$ cat src/hw/rtl/bmpx_pkg.sv
// Package for the BMP pixel extractor: limits, header constants, phase and
// status codes, and the result item type. No dependencies.
package bmpx_pkg;

  localparam int MAX_WIDTH  = 4096;
  localparam int MAX_HEIGHT = 4096;

  localparam int COL_W  = $clog2(MAX_WIDTH + 1);
  localparam int HGT_W  = $clog2(MAX_HEIGHT + 1);
  localparam int ROW_W  = (MAX_HEIGHT > 1) ? $clog2(MAX_HEIGHT) : 1;
  localparam int PROD_W = 16 + COL_W;

  localparam logic [7:0]  MAGIC_B        = 8'h42;
  localparam logic [7:0]  MAGIC_M        = 8'h4D;
  localparam logic [31:0] OFFSET_MIN     = 32'd54;
  localparam logic [31:0] CORE_HDR_MAX   = 32'd12;
  localparam logic [15:0] BPP_MIN        = 16'd24;
  localparam logic [3:0]  FILE_HDR_LAST  = 4'd13;
  localparam logic [5:0]  FILE_HDR_BYTES = 6'd14;
  localparam logic [5:0]  INFO_HDR_LAST  = 6'd39;
  localparam int          ROW_BYTES_MAX  = 65535;
  localparam int          ROW_WORDS_MAX  = ROW_BYTES_MAX / 4;

  typedef enum logic [2:0] {
    PH_FILE,
    PH_INFO,
    PH_SKIP,
    PH_PIX,
    PH_DRAIN
  } phase_t;

  typedef enum logic [2:0] {
    ST_PIXEL       = 3'd0,
    ST_SHORT_HDR   = 3'd1,
    ST_BAD_MAGIC   = 3'd2,
    ST_BAD_OFFSET  = 3'd3,
    ST_COMPRESSED  = 3'd4,
    ST_BAD_SIZE    = 3'd5,
    ST_SHORT_PIXEL = 3'd6
  } status_t;

  typedef struct packed {
    logic [7:0]  blue;
    logic [7:0]  green;
    logic [7:0]  red;
    logic [11:0] column;
    logic [11:0] image_row;
    logic        last_pixel;
    status_t     status;
  } result_t;

endpackage

$ cat src/hw/rtl/bmpx_parser.sv
// Header parser and pixel walker: holds the file state registers and forms
// at most one result item per accepted byte. Depends on bmpx_pkg.
module bmpx_parser (
  input  logic              clk,
  input  logic              rst_n,
  input  logic              in_accept,
  input  logic [7:0]        file_byte,
  input  logic              file_end,
  output logic              res_valid,
  output bmpx_pkg::result_t res
);
  import bmpx_pkg::*;

  phase_t             phase_r, phase_nxt;
  logic [31:0]        pos_r, pos_nxt;
  logic [31:0]        offset_r, offset_nxt;
  logic [31:0]        hdr_size_r, hdr_size_nxt;
  logic [31:0]        width_r, width_nxt;
  logic [31:0]        height_r, height_nxt;
  logic [15:0]        bpp_r, bpp_nxt;
  logic [15:0]        row_bytes_r, row_bytes_nxt;
  logic [15:0]        bir_r, bir_nxt;
  logic [ROW_W-1:0]   stored_row_r, stored_row_nxt;
  logic [7:0]         blue_r, blue_nxt;
  logic [7:0]         green_r, green_nxt;
  logic               comp_r, comp_nxt;
  logic [12:0]        sub_r, sub_nxt;
  logic [COL_W-1:0]   col_r, col_nxt;

  logic [31:0]        pos_inc;
  logic [5:0]         info_idx;
  logic               hdr_small;
  logic [PROD_W-1:0]  rb_prod;
  logic [PROD_W:0]    rb_sum;
  logic [PROD_W-5:0]  rb_words;
  logic               size_bad;
  logic [COL_W-1:0]   width_c;
  logic [HGT_W-1:0]   height_h;
  logic [HGT_W-1:0]   srow_h;
  logic [12:0]        bpx;
  logic               in_pix;
  logic               sub_last;
  logic               row_end;
  logic               pixel;
  logic               complete;
  status_t            status;

  assign pos_inc   = pos_r + 32'd1;
  assign info_idx  = pos_r[5:0] - FILE_HDR_BYTES;
  assign hdr_small = (hdr_size_r <= CORE_HDR_MAX);
  assign width_c   = width_r[COL_W-1:0];
  assign height_h  = height_r[HGT_W-1:0];
  assign srow_h    = HGT_W'(stored_row_r);
  assign bpx       = bpp_r[15:3];

  assign rb_prod  = PROD_W'(bpp_r) * PROD_W'(width_c);
  assign rb_sum   = {1'b0, rb_prod} + (PROD_W + 1)'(31);
  assign rb_words = rb_sum[PROD_W:5];
  assign size_bad = (width_r == '0) || (height_r == '0) || (bpp_r < BPP_MIN)
                 || (bpp_r[2:0] != 3'd0) || (width_r > 32'(MAX_WIDTH))
                 || (height_r > 32'(MAX_HEIGHT))
                 || (rb_words > (PROD_W - 4)'(ROW_WORDS_MAX));

  assign in_pix   = (col_r < width_c);
  assign sub_last = ({1'b0, sub_r} + 14'd1) == {1'b0, bpx};
  assign row_end  = ({1'b0, bir_r} + 17'd1) >= {1'b0, row_bytes_r};
  assign pixel    = in_pix && (sub_r == 13'd2);

  always_comb begin
    phase_nxt      = phase_r;
    pos_nxt        = pos_r;
    offset_nxt     = offset_r;
    hdr_size_nxt   = hdr_size_r;
    width_nxt      = width_r;
    height_nxt     = height_r;
    bpp_nxt        = bpp_r;
    row_bytes_nxt  = row_bytes_r;
    bir_nxt        = bir_r;
    stored_row_nxt = stored_row_r;
    blue_nxt       = blue_r;
    green_nxt      = green_r;
    comp_nxt       = comp_r;
    sub_nxt        = sub_r;
    col_nxt        = col_r;
    status         = ST_PIXEL;
    complete       = 1'b0;
    res_valid      = 1'b0;
    res            = '0;

    if (in_accept) begin
      unique case (phase_r)
        PH_FILE: begin
          pos_nxt = pos_inc;
          unique case (pos_r[3:0])
            4'd0:    blue_nxt = file_byte;
            4'd1:    green_nxt = file_byte;
            4'd10:   offset_nxt[7:0] = file_byte;
            4'd11:   offset_nxt[15:8] = file_byte;
            4'd12:   offset_nxt[23:16] = file_byte;
            4'd13:   offset_nxt[31:24] = file_byte;
            default: ;
          endcase
          if (pos_r[3:0] == FILE_HDR_LAST) begin
            priority if (blue_r != MAGIC_B || green_r != MAGIC_M) status = ST_BAD_MAGIC;
            else if (offset_nxt < OFFSET_MIN) status = ST_BAD_OFFSET;
            else if (file_end) status = ST_SHORT_HDR;
            else begin
              phase_nxt = PH_INFO;
              blue_nxt  = '0;
              green_nxt = '0;
            end
          end else if (file_end) begin
            status = ST_SHORT_HDR;
          end
        end

        PH_INFO: begin
          pos_nxt = pos_inc;
          if (info_idx < 6'd4) begin
            hdr_size_nxt[8*info_idx[1:0] +: 8] = file_byte;
          end else if (hdr_small) begin
            unique case (info_idx)
              6'd4:    width_nxt[7:0] = file_byte;
              6'd5:    width_nxt[15:8] = file_byte;
              6'd6:    height_nxt[7:0] = file_byte;
              6'd7:    height_nxt[15:8] = file_byte;
              6'd10:   bpp_nxt[7:0] = file_byte;
              6'd11:   bpp_nxt[15:8] = file_byte;
              default: ;
            endcase
          end else begin
            unique case (info_idx)
              6'd4, 6'd5, 6'd6, 6'd7:
                width_nxt[8*info_idx[1:0] +: 8] = file_byte;
              6'd8, 6'd9, 6'd10, 6'd11:
                height_nxt[8*info_idx[1:0] +: 8] = file_byte;
              6'd14, 6'd15:
                bpp_nxt[8*info_idx[0] +: 8] = file_byte;
              6'd16, 6'd17, 6'd18, 6'd19:
                comp_nxt = comp_r | (|file_byte);
              default: ;
            endcase
          end
          if (info_idx == INFO_HDR_LAST) begin
            priority if (!hdr_small && comp_r) status = ST_COMPRESSED;
            else if (size_bad) status = ST_BAD_SIZE;
            else if (file_end) status = ST_SHORT_PIXEL;
            else begin
              row_bytes_nxt = {rb_words[13:0], 2'b00};
              phase_nxt     = (offset_r == OFFSET_MIN) ? PH_PIX : PH_SKIP;
            end
            comp_nxt = 1'b0;
          end else if (file_end) begin
            status = ST_SHORT_HDR;
          end
        end

        PH_SKIP: begin
          pos_nxt = pos_inc;
          priority if (file_end) status = ST_SHORT_PIXEL;
          else if (pos_inc == offset_r) phase_nxt = PH_PIX;
        end

        PH_PIX: begin
          if (in_pix) begin
            unique case (sub_r)
              13'd0:   blue_nxt = file_byte;
              13'd1:   green_nxt = file_byte;
              default: ;
            endcase
            if (sub_last) begin
              sub_nxt = '0;
              col_nxt = col_r + COL_W'(1);
            end else begin
              sub_nxt = sub_r + 13'd1;
            end
          end
          if (row_end) begin
            bir_nxt        = '0;
            sub_nxt        = '0;
            col_nxt        = '0;
            stored_row_nxt = stored_row_r + ROW_W'(1);
            complete       = (srow_h + HGT_W'(1)) >= height_h;
          end else begin
            bir_nxt = bir_r + 16'd1;
          end
          if (file_end && !complete) begin
            status = ST_SHORT_PIXEL;
          end else if (pixel) begin
            res_valid      = 1'b1;
            res.blue       = blue_r;
            res.green      = green_r;
            res.red        = file_byte;
            res.column     = 12'(col_r);
            res.image_row  = 12'(height_h - srow_h - HGT_W'(1));
            res.last_pixel = ((srow_h + HGT_W'(1)) == height_h)
                          && ((col_r + COL_W'(1)) == width_c);
            res.status     = ST_PIXEL;
          end
          if (complete) phase_nxt = PH_DRAIN;
        end

        PH_DRAIN: ;

        default: ;
      endcase

      if (status != ST_PIXEL) begin
        res_valid  = 1'b1;
        res        = '0;
        res.status = status;
        phase_nxt  = PH_DRAIN;
      end

      if (file_end) begin
        phase_nxt      = PH_FILE;
        pos_nxt        = '0;
        offset_nxt     = '0;
        hdr_size_nxt   = '0;
        width_nxt      = '0;
        height_nxt     = '0;
        bpp_nxt        = '0;
        row_bytes_nxt  = '0;
        bir_nxt        = '0;
        stored_row_nxt = '0;
        blue_nxt       = '0;
        green_nxt      = '0;
        comp_nxt       = 1'b0;
        sub_nxt        = '0;
        col_nxt        = '0;
      end
    end
  end

  always_ff @(posedge clk) begin
    if (!rst_n) begin
      phase_r      <= PH_FILE;
      pos_r        <= '0;
      offset_r     <= '0;
      hdr_size_r   <= '0;
      width_r      <= '0;
      height_r     <= '0;
      bpp_r        <= '0;
      row_bytes_r  <= '0;
      bir_r        <= '0;
      stored_row_r <= '0;
      blue_r       <= '0;
      green_r      <= '0;
      comp_r       <= 1'b0;
      sub_r        <= '0;
      col_r        <= '0;
    end else begin
      phase_r      <= phase_nxt;
      pos_r        <= pos_nxt;
      offset_r     <= offset_nxt;
      hdr_size_r   <= hdr_size_nxt;
      width_r      <= width_nxt;
      height_r     <= height_nxt;
      bpp_r        <= bpp_nxt;
      row_bytes_r  <= row_bytes_nxt;
      bir_r        <= bir_nxt;
      stored_row_r <= stored_row_nxt;
      blue_r       <= blue_nxt;
      green_r      <= green_nxt;
      comp_r       <= comp_nxt;
      sub_r        <= sub_nxt;
      col_r        <= col_nxt;
    end
  end

endmodule

$ cat src/hw/rtl/bmpx_out_buf.sv
// Two-entry result buffer: output register plus skid register, so a stalled
// consumer does not block bytes that give no result. Depends on bmpx_pkg.
module bmpx_out_buf (
  input  logic              clk,
  input  logic              rst_n,
  input  logic              push,
  input  bmpx_pkg::result_t push_data,
  output logic              full,
  output logic              out_valid,
  input  logic              out_stall,
  output bmpx_pkg::result_t out_data
);
  import bmpx_pkg::*;

  logic    out_valid_r, out_valid_nxt;
  logic    skid_valid_r, skid_valid_nxt;
  result_t out_data_r, out_data_nxt;
  result_t skid_data_r, skid_data_nxt;
  logic    take;

  assign take      = out_valid_r && !out_stall;
  assign full      = skid_valid_r;
  assign out_valid = out_valid_r;
  assign out_data  = out_data_r;

  always_comb begin
    out_valid_nxt  = out_valid_r;
    skid_valid_nxt = skid_valid_r;
    out_data_nxt   = out_data_r;
    skid_data_nxt  = skid_data_r;
    if (skid_valid_r) begin
      if (take) begin
        out_data_nxt   = skid_data_r;
        skid_valid_nxt = 1'b0;
      end
    end else if (push) begin
      if (!out_valid_r || take) begin
        out_data_nxt  = push_data;
        out_valid_nxt = 1'b1;
      end else begin
        skid_data_nxt  = push_data;
        skid_valid_nxt = 1'b1;
      end
    end else if (take) begin
      out_valid_nxt = 1'b0;
    end
  end

  always_ff @(posedge clk) begin
    if (!rst_n) begin
      out_valid_r  <= 1'b0;
      skid_valid_r <= 1'b0;
    end else begin
      out_valid_r  <= out_valid_nxt;
      skid_valid_r <= skid_valid_nxt;
    end
  end

  always_ff @(posedge clk) begin
    out_data_r  <= out_data_nxt;
    skid_data_r <= skid_data_nxt;
  end

endmodule

$ cat src/hw/rtl/bmp_stream_pixel_extractor.sv
// Top level of the BMP pixel extractor: parser and result buffer.
// Depends on bmpx_pkg, bmpx_parser and bmpx_out_buf.
//
// Takes one file byte per clock while in_stall is low. Each byte updates the
// header and row state; a pixel or error item is registered into the output
// register, or the skid register if that one is still held. A two-entry
// output buffer lets bytes keep flowing while one result waits; in_stall
// rises only when both entries hold results. Row length is worked out once,
// on the last info header byte, by one 16 by 13 bit multiply. No clearing
// pass after reset: bytes are taken as soon as reset is released.
module bmp_stream_pixel_extractor (
  input  logic        clk,
  input  logic        rst_n,
  input  logic        in_valid,
  output logic        in_stall,
  input  logic [7:0]  in_file_byte,
  input  logic        in_file_end,
  output logic        out_valid,
  input  logic        out_stall,
  output logic [7:0]  out_blue,
  output logic [7:0]  out_green,
  output logic [7:0]  out_red,
  output logic [11:0] out_column,
  output logic [11:0] out_image_row,
  output logic        out_last_pixel,
  output logic [2:0]  out_status
);
  import bmpx_pkg::*;

  logic    in_accept;
  logic    res_valid;
  result_t res;
  result_t out_data;
  logic    buf_full;

  assign in_accept = in_valid && !in_stall;
  assign in_stall  = buf_full;

  bmpx_parser u_parser (
    .clk       (clk),
    .rst_n     (rst_n),
    .in_accept (in_accept),
    .file_byte (in_file_byte),
    .file_end  (in_file_end),
    .res_valid (res_valid),
    .res       (res)
  );

  bmpx_out_buf u_out_buf (
    .clk       (clk),
    .rst_n     (rst_n),
    .push      (res_valid),
    .push_data (res),
    .full      (buf_full),
    .out_valid (out_valid),
    .out_stall (out_stall),
    .out_data  (out_data)
  );

  assign out_blue       = out_data.blue;
  assign out_green      = out_data.green;
  assign out_red        = out_data.red;
  assign out_column     = out_data.column;
  assign out_image_row  = out_data.image_row;
  assign out_last_pixel = out_data.last_pixel;
  assign out_status     = out_data.status;

  a_error_fields_zero: assert property (@(posedge clk) disable iff (!rst_n)
    (out_valid && out_status != ST_PIXEL) |->
      (out_blue == 8'd0 && out_green == 8'd0 && out_red == 8'd0 &&
       out_column == 12'd0 && out_image_row == 12'd0 && !out_last_pixel))
    else $error("error item carries nonzero pixel fields");

  a_stall_needs_output: assert property (@(posedge clk) disable iff (!rst_n)
    in_stall |-> out_valid)
    else $error("input stalled with empty output register");

  a_last_is_pixel: assert property (@(posedge clk) disable iff (!rst_n)
    (out_valid && out_last_pixel) |-> (out_status == ST_PIXEL))
    else $error("last pixel flag on an error item");

endmodule
$ cat config.mk
export PLATFORM = sky130hd
export DESIGN_NAME = bmp_stream_pixel_extractor
export DESIGN_NICKNAME = d
export VERILOG_FILES = /design/src/hw/rtl/bmpx_pkg.sv /design/src/hw/rtl/bmpx_parser.sv /design/src/hw/rtl/bmpx_out_buf.sv /design/src/hw/rtl/bmp_stream_pixel_extractor.sv
export SDC_FILE = /design/constraint.sdc
export NUM_CORES = 1
export LEC_CHECK = 0
export ABC_CLOCK_PERIOD_IN_PS = 10600
export BUFFER_PORTS_ARGS = -buffer_cell sky130_fd_sc_hd__buf_2
export CAP_MARGIN = 5
export CORE_ASPECT_RATIO = 1.5
export CORE_MARGIN = 4
export CORE_UTILIZATION = 45
export DETAILED_ROUTE_END_ITERATION = 6
export SLEW_MARGIN = 20
export SYNTH_ARGS = -nofsm -noshare
export SYNTH_HDL_FRONTEND = slang
export SYNTH_HIERARCHICAL = 1
export SYNTH_SLANG_ARGS = --single-unit
$ cat constraint.sdc
create_clock -name clk -period 10.6 [get_ports clk]
set_input_delay 0.53 -clock clk [delete_from_list [all_inputs] [get_ports clk]]
set_output_delay 0.53 -clock clk [all_outputs]
set_load 0.005 [all_outputs]
==> impl_metrics.py, run 1 <==
metrics = {
    "place": {
        "place.gp.congestion": 0.9165,
        "place_ws_ns": 2.163,
        "place_inst": 3782,
        "hpwl_um": 59070,
        "portBuffers": 66,
    },
    "yosys": {
        "synth.top_cell.area_share_pct": 19.46,
        "synth-async-reset-ratio_pct": 0,
        "yosys-top-cells-area": "dfxtp_1, fa_1, edfxtp_1",
        "synth_area_per_cell_um2": 8.874,
        "syn_area_mm2": 0.02736,
        "synth_enable_flop_cells": 104,
        "ys_warn_count": 6,
        "yosysTopAreaCell": "dfxtp_1",
        "synth-seq-cells": 370,
        "syn-num-nets": 3419,
        "ys_seq_area_share_pct": 30.88,
        "synth_ff_type": "dfxtp_1",
        "syn_inst": 3083,
        "synth_cell_types": 87,
    },
    "drt": {
        "routed-wl-met2_um": 41120,
        "routed_via_density": 5.787,
        "vias": 22300,
        "drtPass1Iterations": 5,
        "route.detailed.drc": 0,
        "dr_wl_met3_um": 3122,
        "wl_per_cell_um": 20.36,
        "met1_length_um": 30750,
        "drt_iter0_markers": 1503,
        "top_layer": "met4",
        "wirelength_um": 78480,
        "detail-route-antenna-nets": 0,
    },
    "critical_path": {
        "crit_path_frequent_cell": "fa_1",
        "end_kind": "flop",
        "start_kind": "flop",
        "arrival_ns": 8.78,
        "cp_slowest_cell": "dfxtp_1",
        "cp_max_fo": 52,
        "reg2regPathDepth": 24,
        "worstPathCellList": "nand2_1 -> fa_1 -> inv_1 -> fa_1 -> inv_1 -> fa_1 -> inv_1 -> fa_1 -> fa_1 -> ha_1 -> ha_1 -> a21oi_1 -> o21ai_1 -> a21o_1 -> a211oi_1 -> o21bai_1 -> or3_1 -> a2111oi_4 -> a41oi_1 -> nor4_1 -> a21boi_0 -> nand2b_1 -> a21boi_4 -> buf_4",
        "timing.rr.start": "u_parser/width_r[12]",
        "timing.rr.end": "u_out_buf/out_data[7]",
        "cp_slowest_stage_delay_ns": 0.90,
        "required_ns": 10.83,
        "crit_type": "flop to flop",
        "regToRegSetupSlack_ns": 2.05,
        "path_delay_family": "adder cells",
        "cp.buffers_inverters": 4,
    },
    "global_routing": {
        "grt_max_degree": 99,
        "grt-ovfl-total": 0,
        "antenna_found_initial": 0,
        "grt_pass1_wl_um": 125500,
        "grt_pass1_vias": 22850,
        "track_usage_pct": 23.83,
    },
    "sta": {
        "maxSlewViolCount": 0,
        "setup-tns-final_ns": 0,
        "rsz0062_at_grt": "no",
        "skew_ns": 0.02211,
        "slew_headroom_pct": 25.10,
        "hold_viol": 0,
        "timing.final.ws_setup_ns": 2.048,
        "fmax_mhz": 116.9,
        "finalCritPeriodShare_pct": 80.68,
        "setup_viol": 0,
        "worst_slew_pin_slew_ns": 1.116,
        "min_period_ns": 8.552,
    },
    "floorplan": {
        "initial_core_util_pct": 45.49,
        "pin_count": 67,
        "fp-row-count": 110,
        "die_h_um": 310.0,
        "dieArea_mm2": 0.06489,
        "dieWidth_um": 209.3,
        "core_area_mm2": 0.06015,
    },
    "run_status": {
        "status": "completed",
    },
    "power_and_ir_drop": {
        "vdd_drop_max_uv": 110.7,
        "finalPower_w": 0.003256,
        "p_leak_nw": 12.30,
        "power_density_mw_per_mm2": 110.1,
    },
    "clock_network": {
        "hold_buffers": 0,
        "cts-resized-gates": 0,
        "cts-root-buf": "clkbuf_16",
        "cts_buffer_depth": 3,
        "cts_tree": "built",
        "clock-sinks": 370,
        "clock_latency_ns": 0.57,
        "clkTransAtPathRegs_ns": 0.06,
        "numCtsBuffers": 39,
        "h-tree-depth": 2,
        "post-cts-setup-buffers": 0,
    },
    "final_layout": {
        "synthToLayoutAreaGrowth_pct": 8.113,
        "n_fill_cell": 5649,
        "drive_gt1_share_pct": 8.048,
        "final_nets": 3375,
        "final_util_pct": 49.18,
        "layoutNonFillerInstCount": 3854,
    },
    "worst_hold_path": {
        "min_to": "u_out_buf/full",
        "hp-class": "primary input to flop",
        "hold_start": "out_stall",
        "hold_depth": 3,
    },
    "job": {
        "timing.max_cap.violations": 0,
    },
}
## registers in the layout, summed over array words and instances, names as in the netlist, 13 cells and up
signal,flops
u_out_buf/out_data,52
u_out_buf/skid_data_r,52
u_parser/hdr_size_r,32
u_parser/height_r,32
u_parser/offset_r,32
u_parser/pos_r,32
u_parser/width_r,32
u_parser/bir_r,16
u_parser/bpp_r,16
u_parser/row_bytes_r,14
u_parser/col_r,13
u_parser/sub_r,13
## power breakdown
group | leakage (nW) | internal [W] | total (W) | switching, W
combinational | 8.43 | 0.0000722 | 0.000242 | 0.000170
sequential | 3.19 | 0.00147 | 0.00150 | 0.0000299
clock | 0.680 | 0.000924 | 0.00151 | 0.000590
## worst register-to-register path, stage by stage, from the launching register on
cell and delay [ns]:
dfxtp_1 0.90, nand2_1 0.19, fa_1 0.58, inv_1 0.06, fa_1 0.55, inv_1 0.06, fa_1 0.54, inv_1 0.06
fa_1 0.51, fa_1 0.43, ha_1 0.28, ha_1 0.40, a21oi_1 0.26, o21ai_1 0.17, a21o_1 0.21, a211oi_1 0.28
o21bai_1 0.11, or3_1 0.40, a2111oi_4 0.66, a41oi_1 0.22, nor4_1 0.44, a21boi_0 0.24, nand2b_1 0.26, a21boi_4 0.07
buf_4 0.32
## metrics by stage
stage | hold WS [ns] | area [um^2]
CTS | 0.2818 | 29570
global route | 0.3146 | 29570
global placement | 0.4395 | 28160
finish | 0.3033 | 29580
detailed placement | 0.4478 | 28160
floorplan | 0.4316 | 27360
## how the worst max path moves through the flow
| stage | startpoint | to | slack (ns) | cells past startpoint |
|---|---|---|---|---|
| after floorplan | u_parser/width_r[9] | u_out_buf/out_data[0] | 1.48 | 24 |
| after global placement | u_parser/width_r[12] | u_out_buf/out_data[7] | 2.30 | 24 |
| after detailed placement | u_parser/width_r[12] | u_out_buf/out_data[34] | 2.16 | 24 |
| after CTS | u_parser/width_r[12] | u_out_buf/out_data[7] | 2.10 | 24 |
| after global routing | u_parser/width_r[12] | u_out_buf/out_data[8] | 1.67 | 24 |
| final | u_parser/width_r[12] | u_out_buf/out_data[7] | 2.05 | 24 |
## area by class of cell
cell class,count,area (um^2),area share (%)
Timing Repair Buffer,91,518.0,1.751
Tap cell,784,980.9,3.317
Multi-Input combinational cell,2293,17300,58.49
Antenna cell,1,2.502,0.008461
Clock buffer,50,1090,3.685
Inverter,244,920.9,3.113
Sequential cell,370,8452,28.58
Clock inverter,21,314.1,1.062
## placed cells by master (no fill, tap or decap), types with 58 or more instances in the layout
master / instances
fa_1: 156
edfxtp_1: 104
a21oi_1: 185
mux2i_1: 81
nand3_1: 109
and2_1: 128
nor2_1: 290
dfxtp_1: 265
ha_1: 167
xnor2_1: 101
inv_1: 243
nand2_1: 273
and3_1: 58
buf_2: 66
o21ai_0: 120
## cell usage after synthesis (all sizes together), types with 9 or more instances
cell    instances
nor2          291
nand2         274
dfxtp         266
inv           244
a21oi         185
ha            167
fa            156
clkbuf        137
o21ai         136
and2          128
nand3         109
edfxtp        104
xnor2         101
mux2i          81
and3           58
nor3           56
mux2           54
nor4           52
nand4          47
xor2           47
buf            39
a22oi          35
or3            31
a32oi          24
o21a           24
nor2b          21
nand2b         20
a21o           18
a21boi         16
a31oi          15
o211ai         13
or4            13
and4           12
o31ai          10
a211oi          9
## kinds of logic (layout without fill, tap and decap cells)
| logic type | Yosys count | in the layout | share of synthesized area [%] |
|---|---|---|---|
| AND/OR/NAND/NOR | 1147 | 1147 | 21.17 |
| AO/OA/AOI/OAI | 540 | 540 | 12.41 |
| buffers and inverters | 420 | 406 | 6.055 |
| flip-flops | 370 | 370 | 30.88 |
| adder cells (fa/ha/maj) | 323 | 323 | 19.05 |
| XOR/XNOR | 148 | 148 | 4.738 |
| multiplexers | 135 | 135 | 5.694 |
| other | 0 | 1 | 0 |
## per-layer routing
layer | vias to the layer above | global-route usage (%)
met5 | - | 0
met4 | 0 | 10.69
met3 | 182 | 2.693
met2 | 602 | 44.34
met1 | 10960 | 27.45
li1 | 10560 | -
(Power assumes the default switching activity.)
==> run 2: changes to the inputs <==
ABC_AREA = 1   (was unset)
ABC_CLOCK_PERIOD_IN_PS = 8060   (was 10600)
clock period = 8.06 ns   (was 10.6 ns; I/O delays follow)
==> impl_metrics.py, run 2 <==
metrics = {
    "yosys": {
        "syn-num-nets": 4332,
        "synth-seq-cells": 370,
        "syn_area_mm2": 0.02874,
        "synth_enable_flop_cells": 104,
        "ys_seq_area_share_pct": 29.39,
        "yosysTopAreaCell": "dfxtp_1",
        "synth_cell_types": 72,
        "ys_warn_count": 6,
        "syn_inst": 3996,
        "synth_area_per_cell_um2": 7.193,
        "yosys-top-cells-count": "nand2_1, inv_1, nor2_1, dfxtp_1, a21oi_1",
        "yosys-top-cells-area": "dfxtp_1, nand2_1, fa_1",
        "synth.top_cell.area_share_pct": 18.53,
        "synthMostInstantiatedCell": "nand2_1",
        "synth-async-reset-ratio_pct": 0,
        "synth_ff_type": "dfxtp_1",
    },
    "clock_network": {
        "numCtsBuffers": 39,
        "h-tree-depth": 2,
        "hold_buffers": 0,
        "cts-root-buf": "clkbuf_16",
        "clock-sinks": 370,
        "cts-resized-gates": 0,
        "cts_tree": "built",
        "post-cts-setup-buffers": 0,
        "clock_latency_ns": 0.57,
        "clkTransAtPathRegs_ns": 0.06,
        "cts_buffer_depth": 3,
    },
    "final_layout": {
        "synthToLayoutAreaGrowth_pct": 7.526,
        "ff_latch_area_mm2": 0.008449,
        "n_fill_cell": 6488,
        "antenna_cells": 0,
        "multi_input_area_mm2": 0.01701,
        "drive_gt1_share_pct": 7.145,
        "mostFrequentLayoutCell": "nand2_1",
        "final_nets": 4322,
        "final_cell_mix": "nand2_1, inv_1, nor2_1, dfxtp_1, a21oi_1",
    },
    "run_status": {
        "status": "completed",
    },
    "sta": {
        "slew_headroom_pct": 25.48,
        "finalCritPeriodShare_pct": 93.38,
        "skew_ns": 0.02259,
        "min_period_ns": 7.526,
        "rsz0062_at_grt": "no",
        "maxSlewViolCount": 0,
        "hold_viol": 0,
        "fmax_mhz": 132.9,
        "worst_slew_pin_slew_ns": 1.115,
        "setup_viol": 0,
        "timing.final.ws_setup_ns": 0.5339,
        "setup-tns-final_ns": 0,
    },
    "drt": {
        "routed_via_density": 5.298,
        "route.detailed.drc": 0,
        "drtPass1Iterations": 5,
        "drt_iter0_markers": 1537,
        "wirelength_um": 85760,
        "wl_per_cell_um": 17.78,
        "detail-route-antenna-nets": 0,
        "vias": 25550,
    },
    "floorplan": {
        "dieWidth_um": 214.4,
        "fp-row-count": 113,
        "core_area_mm2": 0.06334,
        "initial_core_util_pct": 45.38,
        "pin_count": 67,
        "die_h_um": 317.5,
        "dieArea_mm2": 0.06807,
    },
    "critical_path": {
        "cp_max_fo": 31,
        "timing.rr.end": "u_out_buf/out_data[24]",
        "cp_slowest_stage_delay_ns": 0.94,
        "regToRegSetupSlack_ns": 0.53,
        "crit_type": "flop to flop",
        "start_kind": "flop",
        "arrival_ns": 7.75,
        "end_kind": "flop",
        "reg2regPathDepth": 30,
        "required_ns": 8.28,
        "crit_path_frequent_cell": "nand2_1",
        "timing.rr.start": "u_parser/width_r[8]",
        "cp_slowest_cell": "dfxtp_1",
    },
    "job": {
        "timing.max_cap.violations": 0,
    },
    "power_and_ir_drop": {
        "finalPower_w": 0.005102,
        "power_density_mw_per_mm2": 165.1,
        "vdd_drop_max_uv": 181.5,
        "p_leak_nw": 15.00,
    },
    "global_routing": {
        "grt_pass1_wl_um": 135700,
        "antenna_found_initial": 0,
        "grt_max_degree": 78,
        "grt-ovfl-total": 0,
        "grt_pass1_vias": 25310,
        "track_usage_pct": 24.62,
    },
    "place": {
        "hpwl_um": 66230,
        "portBuffers": 66,
        "place.gp.congestion": 0.9258,
        "place_ws_ns": 0.5882,
    },
    "worst_hold_path": {
        "hold_start": "out_stall",
        "hold_depth": 5,
        "min_to": "u_out_buf/full",
        "hp-class": "primary input to flop",
    },
}
## run 2: changes by cell type after synthesis, moves of 37 or more
cell | previous run | this run
inv_1 | 244 | 651
a21oi_1 | 185 | 257
mux2_4 | 37 | 0
mux2i_1 | 81 | 0
a211oi_1 | 9 | 46
nor2_1 | 291 | 341
and3_1 | 58 | 1
xnor2_1 | 101 | 19
nand2_1 | 273 | 1120
and2_1 | 128 | 4
clkbuf_1 | 136 | 85
## run 2: power breakdown
| group | leakage [nW] | internal [W] | switching [W] |
|---|---|---|---|
| Clock | 0.633 | 0.00108 | 0.000795 |
| Sequential | 3.14 | 0.00201 | 0.000127 |
| Combinational | 11.2 | 0.000340 | 0.000756 |
## run 2: cell type report
cell class,instances,share of cell area [%]
clock buffer,53,3.494
clock inverter,19,0.7084
tap,805,3.259
sequential,370,27.34
multi-input combinational,2801,55.05
inverter,674,8.218
timing repair buffer,100,1.935
## run 2: metal layers
layer / routed length [um] / track usage (%)
met5: 0 / 0
met4: 4831 / 12.56
met3: 3187 / 2.560
met1: 32580 / 27.52
met2: 45160 / 46.06
## run 2: kinds of logic after synthesis
family / after synthesis / synth area share, %
xor gates and xnor gates: 74 / 2.499
and+or+nand+nor: 1826 / 26.88
AOI/OAI and AO/OA: 578 / 11.61
adders and majority gates: 323 / 18.13
buffers and inverters: 825 / 11.49
DFF: 370 / 29.39
## run 2: worst max path at each step
stage | from | end
after detailed placement | u_parser/bpp_r[6] | u_out_buf/out_data[24]
after global routing | u_parser/width_r[8] | u_out_buf/out_data[24]
after global placement | u_parser/width_r[8] | u_out_buf/out_data[24]
after CTS | u_parser/bpp_r[6] | u_out_buf/out_data[24]
after floorplan | u_parser/width_r[12] | u_out_buf/out_data[0]
final | u_parser/width_r[8] | u_out_buf/out_data[24]
## run 2: metrics by stage
stage | utilization, % | area [um^2] | hold WS (ns) | cells
2_1_floorplan | - | 28750 | 0.4233 | 3996
4_1_cts | 48.79 | 30900 | 0.1627 | 4822
3_5_place_dp | 46.74 | 29610 | 0.4429 | 4750
5_1_grt | 48.80 | 30910 | 0.1889 | 4822
3_3_place_gp | 46.74 | 29610 | 0.4367 | 4750
6_report | 48.80 | 30910 | 0.1899 | 4822
## run 2: worst max-delay path: cells and delay by family (launching register included)
| kind | cells | cell delay [ns] |
|---|---|---|
| adders and majority gates | 7 | 3.22 |
| DFF | 1 | 0.94 |
| AOI/OAI and AO/OA | 2 | 0.22 |
| and+or+nand+nor | 17 | 2.14 |
| buffers and inverters | 4 | 0.62 |
